## src/sv/h2r_pkg.sv

```systemverilog
// package with the types and constants of the hsv to rgb converter
package h2r_pkg;

    // percent, degree and channel limits
    localparam logic [6:0]  C_PCT_MAX        = 7'd100;
    localparam logic [5:0]  C_DEG_PER_SECTOR = 6'd60;
    localparam logic [8:0]  C_HUE_LIMIT      = 9'd360;

    // common weight: every channel is 255*v*x/600000 with x in 0..6000
    localparam int          C_WEIGHT_W       = 13;
    localparam logic [12:0] C_WEIGHT_FULL    = 13'd6000;

    // reciprocal of 600000, exact floor for products below 2^28
    localparam int          C_PROD_W         = 28;
    localparam int          C_RECIP_SHIFT    = 47;
    localparam logic [27:0] C_RECIP          = 28'd234562481;

    // hue sectors of sixty degrees each
    typedef enum logic [2:0] {
        SEC_R_TO_Y = 3'd0,
        SEC_Y_TO_G = 3'd1,
        SEC_G_TO_C = 3'd2,
        SEC_C_TO_B = 3'd3,
        SEC_B_TO_M = 3'd4,
        SEC_M_TO_R = 3'd5
    } t_sector;

    typedef logic [C_WEIGHT_W-1:0] t_weight;

    // first hue degree of a sector
    function automatic logic [8:0] sector_base(input t_sector sec);
        logic [8:0] base;
        case (sec)
            SEC_R_TO_Y: base = 9'd0;
            SEC_Y_TO_G: base = 9'd60;
            SEC_G_TO_C: base = 9'd120;
            SEC_C_TO_B: base = 9'd180;
            SEC_B_TO_M: base = 9'd240;
            SEC_M_TO_R: base = 9'd300;
            default:    base = 9'd0;
        endcase
        return base;
    endfunction

endpackage

```

## src/sv/hsv_to_rgb_converter.sv

```systemverilog
// hsv to rgb converter: four stage pipeline from hsv percent input to 8-bit rgb
//
// input channel: i_valid with i_hue_degrees, i_saturation_pct and i_value_pct;
// a transfer happens at a clock edge with i_valid high and o_stall low.
// output channel: o_valid with o_red, o_green and o_blue; a transfer happens
// at a clock edge with o_valid high and i_stall low.
// every input transfer yields exactly one output transfer, in order.
// after its input transfer, a result passes through the stage registers r1 to r4
// to the outputs. throughput: one item per cycle while i_stall holds no result;
// the work is split over four register stages (sector split, weight select,
// 15x13 weight multiply, 28x28 reciprocal multiply that divides by 600000).
// saturation and value above 100 are clipped to 100. a hue of 360 or more
// gives black unless saturation is zero, which gives grey.
// when the receiver holds i_stall while a result waits, the whole pipeline
// freezes and o_stall goes high; no item is lost or repeated.
// reset (i_rst_n low, synchronous) clears all valid bits and empties the
// pipeline; the first item can be taken in the cycle after reset drops.
module hsv_to_rgb_converter
    import h2r_pkg::*;
(
    input  logic       i_clk,
    input  logic       i_rst_n,
    input  logic       i_valid,
    output logic       o_stall,
    input  logic [8:0] i_hue_degrees,
    input  logic [6:0] i_saturation_pct,
    input  logic [6:0] i_value_pct,
    output logic       o_valid,
    input  logic       i_stall,
    output logic [7:0] o_red,
    output logic [7:0] o_green,
    output logic [7:0] o_blue
);

    // pipeline advance: hold everything only when the output is full and stalled
    logic w_adv;
    assign w_adv   = !(o_valid && i_stall);
    assign o_stall = !w_adv;

    // stage 1: clip percentages, find sector and fraction, flag black, scale value by 255
    logic [6:0]  n1_sat, n1_val;
    t_sector     n1_sec;
    logic [5:0]  n1_frac;
    logic [8:0]  n1_frac_full;
    logic        n1_black;
    logic [14:0] n1_v255;

    always_comb begin
        n1_sat = (i_saturation_pct > C_PCT_MAX) ? C_PCT_MAX : i_saturation_pct;
        n1_val = (i_value_pct > C_PCT_MAX) ? C_PCT_MAX : i_value_pct;
        if (i_hue_degrees >= 9'd300) begin
            n1_sec = SEC_M_TO_R;
        end else if (i_hue_degrees >= 9'd240) begin
            n1_sec = SEC_B_TO_M;
        end else if (i_hue_degrees >= 9'd180) begin
            n1_sec = SEC_C_TO_B;
        end else if (i_hue_degrees >= 9'd120) begin
            n1_sec = SEC_G_TO_C;
        end else if (i_hue_degrees >= 9'd60) begin
            n1_sec = SEC_Y_TO_G;
        end else begin
            n1_sec = SEC_R_TO_Y;
        end
        n1_frac_full = i_hue_degrees - sector_base(n1_sec);
        n1_frac      = n1_frac_full[5:0];
        n1_black     = (i_hue_degrees >= C_HUE_LIMIT) && (n1_sat != 7'd0);
        n1_v255      = {n1_val, 8'd0} - {8'd0, n1_val};
    end

    logic        r1_valid;
    logic [6:0]  r1_sat;
    t_sector     r1_sec;
    logic [5:0]  r1_frac;
    logic        r1_black;
    logic [14:0] r1_v255;

    always_ff @(posedge i_clk) begin
        if (!i_rst_n) begin
            r1_valid <= 1'b0;
        end else if (w_adv) begin
            r1_valid <= i_valid;
        end
        if (w_adv) begin
            r1_sat   <= n1_sat;
            r1_sec   <= n1_sec;
            r1_frac  <= n1_frac;
            r1_black <= n1_black;
            r1_v255  <= n1_v255;
        end
    end

    // stage 2: build the four weights and route them to the channels
    logic [12:0] n2_sf, n2_srf, n2_low_mul;
    logic [5:0]  n2_rfrac;
    logic [6:0]  n2_inv_sat;
    t_weight     n2_low, n2_fall, n2_rise;
    t_weight     n2_wr, n2_wg, n2_wb;

    always_comb begin
        n2_rfrac   = C_DEG_PER_SECTOR - r1_frac;
        n2_inv_sat = C_PCT_MAX - r1_sat;
        n2_sf      = {6'd0, r1_sat} * {7'd0, r1_frac};
        n2_srf     = {6'd0, r1_sat} * {7'd0, n2_rfrac};
        n2_low_mul = {6'd0, n2_inv_sat} * {7'd0, C_DEG_PER_SECTOR};
        n2_low     = n2_low_mul;
        n2_fall    = C_WEIGHT_FULL - n2_sf;
        n2_rise    = C_WEIGHT_FULL - n2_srf;
        case (r1_sec)
            SEC_R_TO_Y: begin
                n2_wr = C_WEIGHT_FULL; n2_wg = n2_rise;       n2_wb = n2_low;
            end
            SEC_Y_TO_G: begin
                n2_wr = n2_fall;       n2_wg = C_WEIGHT_FULL; n2_wb = n2_low;
            end
            SEC_G_TO_C: begin
                n2_wr = n2_low;        n2_wg = C_WEIGHT_FULL; n2_wb = n2_rise;
            end
            SEC_C_TO_B: begin
                n2_wr = n2_low;        n2_wg = n2_fall;       n2_wb = C_WEIGHT_FULL;
            end
            SEC_B_TO_M: begin
                n2_wr = n2_rise;       n2_wg = n2_low;        n2_wb = C_WEIGHT_FULL;
            end
            default: begin
                n2_wr = C_WEIGHT_FULL; n2_wg = n2_low;        n2_wb = n2_fall;
            end
        endcase
        // out-of-range hue with color gives black
        if (r1_black) begin
            n2_wr = '0;
            n2_wg = '0;
            n2_wb = '0;
        end
    end

    logic        r2_valid;
    t_weight     r2_wr, r2_wg, r2_wb;
    logic [14:0] r2_v255;

    always_ff @(posedge i_clk) begin
        if (!i_rst_n) begin
            r2_valid <= 1'b0;
        end else if (w_adv) begin
            r2_valid <= r1_valid;
        end
        if (w_adv) begin
            r2_wr   <= n2_wr;
            r2_wg   <= n2_wg;
            r2_wb   <= n2_wb;
            r2_v255 <= r1_v255;
        end
    end

    // stage 3: scaled value times channel weight
    logic [C_PROD_W-1:0] n3_pr, n3_pg, n3_pb;

    always_comb begin
        n3_pr = {13'd0, r2_v255} * {15'd0, r2_wr};
        n3_pg = {13'd0, r2_v255} * {15'd0, r2_wg};
        n3_pb = {13'd0, r2_v255} * {15'd0, r2_wb};
    end

    logic                r3_valid;
    logic [C_PROD_W-1:0] r3_pr, r3_pg, r3_pb;

    always_ff @(posedge i_clk) begin
        if (!i_rst_n) begin
            r3_valid <= 1'b0;
        end else if (w_adv) begin
            r3_valid <= r2_valid;
        end
        if (w_adv) begin
            r3_pr <= n3_pr;
            r3_pg <= n3_pg;
            r3_pb <= n3_pb;
        end
    end

    // stage 4: divide by 600000 through the reciprocal, into the output register
    logic [2*C_PROD_W-1:0] n4_qr, n4_qg, n4_qb;

    always_comb begin
        n4_qr = {28'd0, r3_pr} * {28'd0, C_RECIP};
        n4_qg = {28'd0, r3_pg} * {28'd0, C_RECIP};
        n4_qb = {28'd0, r3_pb} * {28'd0, C_RECIP};
    end

    logic       r4_valid;
    logic [7:0] r4_red, r4_green, r4_blue;

    always_ff @(posedge i_clk) begin
        if (!i_rst_n) begin
            r4_valid <= 1'b0;
        end else if (w_adv) begin
            r4_valid <= r3_valid;
        end
        if (w_adv) begin
            r4_red   <= n4_qr[C_RECIP_SHIFT +: 8];
            r4_green <= n4_qg[C_RECIP_SHIFT +: 8];
            r4_blue  <= n4_qb[C_RECIP_SHIFT +: 8];
        end
    end

    assign o_valid = r4_valid;
    assign o_red   = r4_red;
    assign o_green = r4_green;
    assign o_blue  = r4_blue;

endmodule

```

## config.mk

```make
export PLATFORM = sky130hd
export DESIGN_NAME = hsv_to_rgb_converter
export DESIGN_NICKNAME = d
export VERILOG_FILES = /design/src/sv/h2r_pkg.sv /design/src/sv/hsv_to_rgb_converter.sv
export SDC_FILE = /design/constraint.sdc
export NUM_CORES = 2
export LEC_CHECK = 0
export BUFFER_PORTS_ARGS = -buffer_cell sky130_fd_sc_hd__buf_2
export CAP_MARGIN = 0
export CORE_MARGIN = 4
export CORE_UTILIZATION = 50
export DETAILED_ROUTE_END_ITERATION = 16
export GPL_TIMING_DRIVEN = 0
export PLACE_DENSITY = 0.69
export SETUP_SLACK_MARGIN = 0.1
export SKIP_LAST_GASP = 1
export SYNTH_ARGS = -nofsm -noshare
export SYNTH_HDL_FRONTEND = slang
export SYNTH_SLANG_ARGS = --single-unit
```

## constraint.sdc

```tcl
create_clock -name i_clk -period 8.7 [get_ports i_clk]
set_clock_uncertainty 0.15 [all_clocks]
set_input_delay 0.435 -clock i_clk [delete_from_list [all_inputs] [get_ports i_clk]]
set_output_delay 0.435 -clock i_clk [all_outputs]
set_load 0.03 [all_outputs]
```

Word level (Yosys, flattened, before mapping). Index checks and enable logic that the tools add are counted.

Input port bits: 27. Bits in read-only memories: 0. Output and inout bits: 26. Logic and storage cells: 70. Bits in registers: 198. Memory bits (writable): 0. Latch bits: 0. Memories: 0.

Shift operators: 0. $lt $le $gt $ge: 8. Multiply operators: 9. Div/mod/pow operators: 0. Reductions and logical operators: 8. Mux-type cells: 11. Eq/ne operators: 9. Bitwise logic cells: 0. $add $sub $neg: 6.

Operators with widths (number): 28-bit by 28-bit multiplier with 55-bit output (second input constant) (3); 13-bit case mux with 3 select lines (3); 15-bit by 13-bit multiplier with 28-bit output (3); 6-bit case mux with 5 select lines (1); 7-bit by 6-bit multiplier with 13-bit output (2); 13-bit subtractor (first input constant) (2); 9-bit by 8-bit greater-or-equal comparator with 1-bit output (second input constant) (2); 9-bit greater-or-equal comparator (second input constant) (2); 15-bit by 7-bit subtractor with 15-bit output (1); 7-bit greater-than comparator (second input constant) (2); 7-bit 2-to-1 mux (2); 3-bit by 2-bit == test with 1-bit output (second input constant) (4); 7-bit by 4-bit multiplier with 11-bit output (second input constant) (1); 3-bit == test (second input constant) (3); 9-bit by 6-bit greater-or-equal comparator with 1-bit output (second input constant) (1); 9-bit by 7-bit greater-or-equal comparator with 1-bit output (second input constant) (1); 2-bit OR reduction (4); 7-bit nonzero test (1); 7-bit subtractor (first input constant) (1); 3-bit by 1-bit == test with 1-bit output (second input constant) (2); 3-bit 2-to-1 mux (2); 6-bit subtractor (1); 6-bit subtractor (first input constant) (1); 2-bit 2-to-1 mux (2); other kinds (3) (4).

Logic depth before layout (Yosys ltp).
Depth after elaboration: 9. Mapped depth: 25. Depth with buffers taken out: 24.

Least setup slack after synthesis. No wires, ideal clock.

Kind: in2reg. Start point: input i_stall. End point: register r4_valid (netlist: o_valid). Cell stages on the path: 3. Path slack: 2014 ps. Arrival time: 6412 ps. Required time: 8426 ps. Path buffers: 0. Library setup time: 124 ps. Cell sequence: nand2_1 > inv_1 > o21a_1.

Cells in the longest elaborated chain, start to end: 1.

RTL lines: from (decl) (line hsv_to_rgb_converter.sv:29) `input logic i_stall,`; 1-bit logical AND (line hsv_to_rgb_converter.sv:37) `assign w_adv = !(o_valid && i_stall);`; named net o_stall (line hsv_to_rgb_converter.sv:24) `output logic o_stall,`; to (signal assigned) (line hsv_to_rgb_converter.sv:195) `r4_valid <= r3_valid;`; to (decl) (line hsv_to_rgb_converter.sv:188) `logic r4_valid;`.

The timed path passes the listed nets, and every way through them passes these cells. A chain may end at the register's enable or synchronous reset.

Final worst setup path.
Start point: register r3_pg[8]. End point: register r4_green[7] (netlist: o_green[7]) (data pin).

Cells in the longest elaborated chain, start to end: 1.

RTL lines: from (decl) (line hsv_to_rgb_converter.sv:164) `logic [C_PROD_W-1:0] r3_pr, r3_pg, r3_pb;`; from (signal assigned) (line hsv_to_rgb_converter.sv:174) `r3_pg <= n3_pg;`; 28-bit by 28-bit multiplier with 55-bit output (line hsv_to_rgb_converter.sv:184) `n4_qg = {28'd0, r3_pg} * {28'd0, C_RECIP};`; named net n4_qg[54] (line hsv_to_rgb_converter.sv:180) `logic [2*C_PROD_W-1:0] n4_qr, n4_qg, n4_qb;`; to (signal assigned) (line hsv_to_rgb_converter.sv:199) `r4_green <= n4_qg[C_RECIP_SHIFT +: 8];`; to (decl) (line hsv_to_rgb_converter.sv:189) `logic [7:0] r4_red, r4_green, r4_blue;`.

The timed path passes the listed nets, and every way through them passes these cells.

==> results.py <==
metrics = {
    "outcome": {
        "status": "finished, final reports clean",
    },
    "route": {
        "vias_per_cell": 5.235,
        "postRouteAntennaNets": 0,
        "first_pass_iters": 5,
        "wl_per_cell_um": 19.11,
        "vias": 45360,
        "drtIter0Drc": 2907,
        "drc": 0,
        "drt_wl_total_um": 165500,
    },
    "logic_synthesis": {
        "syn_avg_cell_area_sq_um": 9.752,
        "synth_mux_area_share_pct": 0.06211,
        "synth-edff-count": 194,
        "synthXorXnorAreaFrac_pct": 2.859,
        "synth_nets": 9285,
        "synthAdderAreaFrac_pct": 61.41,
        "async_reset_ff_share_pct": 0,
        "ys_ff_latch": 198,
        "yosys.area_share.simple_pct": 7.773,
        "synth_top_family_by_area": "adder cells",
        "synth_seq_area_share_pct": 8.883,
        "synth_top_area_cell": "fa_1",
        "synth_compound_area_share_pct": 6.022,
        "ys_warn_count": 0,
        "synth_top_area_share_pct": 41.25,
        "ys_types": 80,
        "ys.flop_type": "edfxtp_1",
        "post_synth_inst_count": 6817,
        "synth_area_leaders": "fa_1 (41%), ha_1 (20%), inv_1 (12%)",
        "synth_area_sq_um": 66480,
    },
    "finish": {
        "diodes": 0,
        "drive_gt1_share_pct": 1.607,
        "area_delta_synth_final_pct": 4.846,
        "fin_nets": 9364,
        "nFillCells": 11950,
        "final_cell_mix": "inv_1 (2153), fa_1 (1370), ha_1 (1071)",
        "utilization_pct": 52.89,
        "final_common_cell": "inv_1",
    },
    "worst_setup_path": {
        "worstSetupPathType": "flip-flop to flip-flop",
        "crit_fanout": 6,
        "arrival_ns": 8.19,
        "crit_family": "adder cells",
        "end_kind": "flip-flop",
        "path_cells": "inv_1, fa_1, clkbuf_1, xor2_1, ha_1, o21bai_1, fa_1, fa_1, fa_1, fa_1, inv_1, fa_1, inv_1, ha_1, and3_1, nand3_1, nor4_1, a41oi_1, a31oi_1, a211oi_1, o21bai_1, xnor2_1",
        "cp_common_cell": "fa_1",
        "slowest_delay_ns": 0.67,
        "critPathSlowestCell": "nor4_1",
        "crit_buf_inv": 4,
        "startpoint_type": "flip-flop",
        "worst_ep_required_time_ns": 8.85,
    },
    "global_routing": {
        "antenna_found_initial": 6,
        "grt_overflow": 0,
        "gr-usage-all-layers_pct": 24.72,
        "grt_pass1_vias": 49470,
        "grt_pass1_wl_um": 269700,
        "grt_start_max_net_pins": 70,
    },
    "sta": {
        "fin_crit_sh_pct": 92.44,
        "grt_setup_unrepaired": "no",
        "slew_headroom_pct": 28.22,
        "max_freq_mhz": 124.3,
        "worst_slew_pin_slew_ns": 1.077,
        "maxSlewViolCount": 0,
        "setup_violations": 0,
        "setup_tns_ns": 0,
        "hold_viol": 0,
        "min_period_ns": 8.043,
    },
    "cts": {
        "worstSkewPairLatency_ns": 0.55,
        "cts_buffer_depth": 2,
        "path_clk_slew_ns": 0.09,
        "htreeDepth": 4,
        "cts_buffers": 17,
        "clockRootBuffer": "clkbuf_16",
        "clock-sinks": 198,
        "cts_tree": "built",
    },
    "die": {
        "ioPinCount": 53,
        "initial_core_util_pct": 50.44,
        "die_area_sq_um": 138900,
        "die_x_um": 372.6,
        "fp.dieH_um": 372.6,
        "core-area_sq_um": 131800,
        "rows": 133,
    },
    "min_path": {
        "hold_path.class": "input port to flip-flop",
    },
    "placed_design": {
        "gp_congestion": 0.9953,
        "io_buffer_count": 50,
        "dp_hpwl_um": 146500,
    },
    "job": {
        "drv_cap": 0,
    },
}
-- final timing paths --
path,start,endpoint,slack [ns],depth (start not counted)
setup / recovery,r3_pg[8]$_DFFE_PN_,o_green[7]$_DFFE_PN_,0.66,22
setup reg to reg,r3_pg[8]$_DFFE_PN_,o_green[7]$_DFFE_PN_,0.66,22
hold / removal,i_saturation_pct[1],r1_sat[1]$_DFFE_PN_,0.04,2
hold reg to reg,r1_v255[11]$_DFFE_PN_,r2_v255[11]$_DFFE_PN_,0.27,0
-- metal layers --
metal  track usage (%)  vias up  share of wire [%]
met4             7.050        2                3.0
met3             4.451      265                6.9
met5                 0        -             0.0079
li1                  -    20700                  -
met1             34.11    23010                 44
met2             40.18     1376                 46
-- through the flow --
stage / area [sq um] / worst slack (ns) / hold slack [ns] / instances
after CTS: 69700 / 0.6045 / 0.005484 / 8664
after global placement: 68930 / -0.1730 / 0.2506 / 8622
after detailed placement: 69010 / 0.6271 / 0.2545 / 8625
after floorplan: 66480 / 2.014 / 0.2503 / 6817
final: 69700 / 0.6574 / 0.04339 / 8664
after global routing: 69700 / 0.3094 / 0.03264 / 8664
-- registers in the layout, summed over array words and instances (netlist names), 8 cells and up --
| signal | flops |
|---|---|
| r2_wg | 13 |
| r3_pr | 28 |
| r2_wr | 13 |
| r2_wb | 13 |
| r3_pb | 28 |
| o_red | 8 |
| o_blue | 8 |
| o_green | 8 |
| r3_pg | 28 |
| r1_v255 | 15 |
| r2_v255 | 15 |
-- cells in the mapped netlist (all sizes together) (4+ instances only) --
library cell	count
xnor2	125
o2111ai	5
and3	22
fa	1370
nand4	14
a211oi	20
o22ai	13
nand3	36
a21o	111
ha	1071
a31oi	15
nand2	494
nand2b	23
nor3b	4
o21a	13
o311ai	6
a2111oi	10
o21bai	43
a22oi	10
nor4	11
a211o	8
or2	8
a21oi	144
dfxtp	4
nor3	39
xor2	92
clkbuf	144
o31ai	5
nor2	92
a311oi	9
a221oi	21
inv	2153
and2	277
o211ai	13
buf	4
o21ai	91
a21boi	11
or3	13
nand3b	4
nor2b	21
edfxtp	194
a2111o	4
-- cells by family (layout without fill, tap and decap cells) --
group	after synthesis	after routing
adders and majority gates	2441	2441
buffers and inverters	2301	2393
and+or+nand+nor	1069	1069
AOI/OAI and AO/OA	587	587
xor gates and xnor gates	217	217
DFF	198	198
muxes	4	4
-- what timing repair did --
action | 4_1_cts | 5_1_grt
endpoints found under the hold margin | 8 | 0
gates resized for setup | 0 | 0
setup buffers | 0 | 0
hold buffers | 7 | 0
-- final cells by class --
cell class | count | area [sq um] | area share (%)
multi-input combinational | 4318 | 51950 | 74.53
inverter | 2153 | 8082 | 11.59
sequential | 198 | 5906 | 8.472
tap | 1755 | 2196 | 3.150
buffer | 148 | 555.5 | 0.7970
clock buffer | 17 | 425.4 | 0.6103
timing repair buffer | 60 | 395.4 | 0.5672
clock inverter | 15 | 197.7 | 0.2836
Power is not shown: default switching activity piles up to over one toggle a cycle in this logic, so the estimate is an artifact.
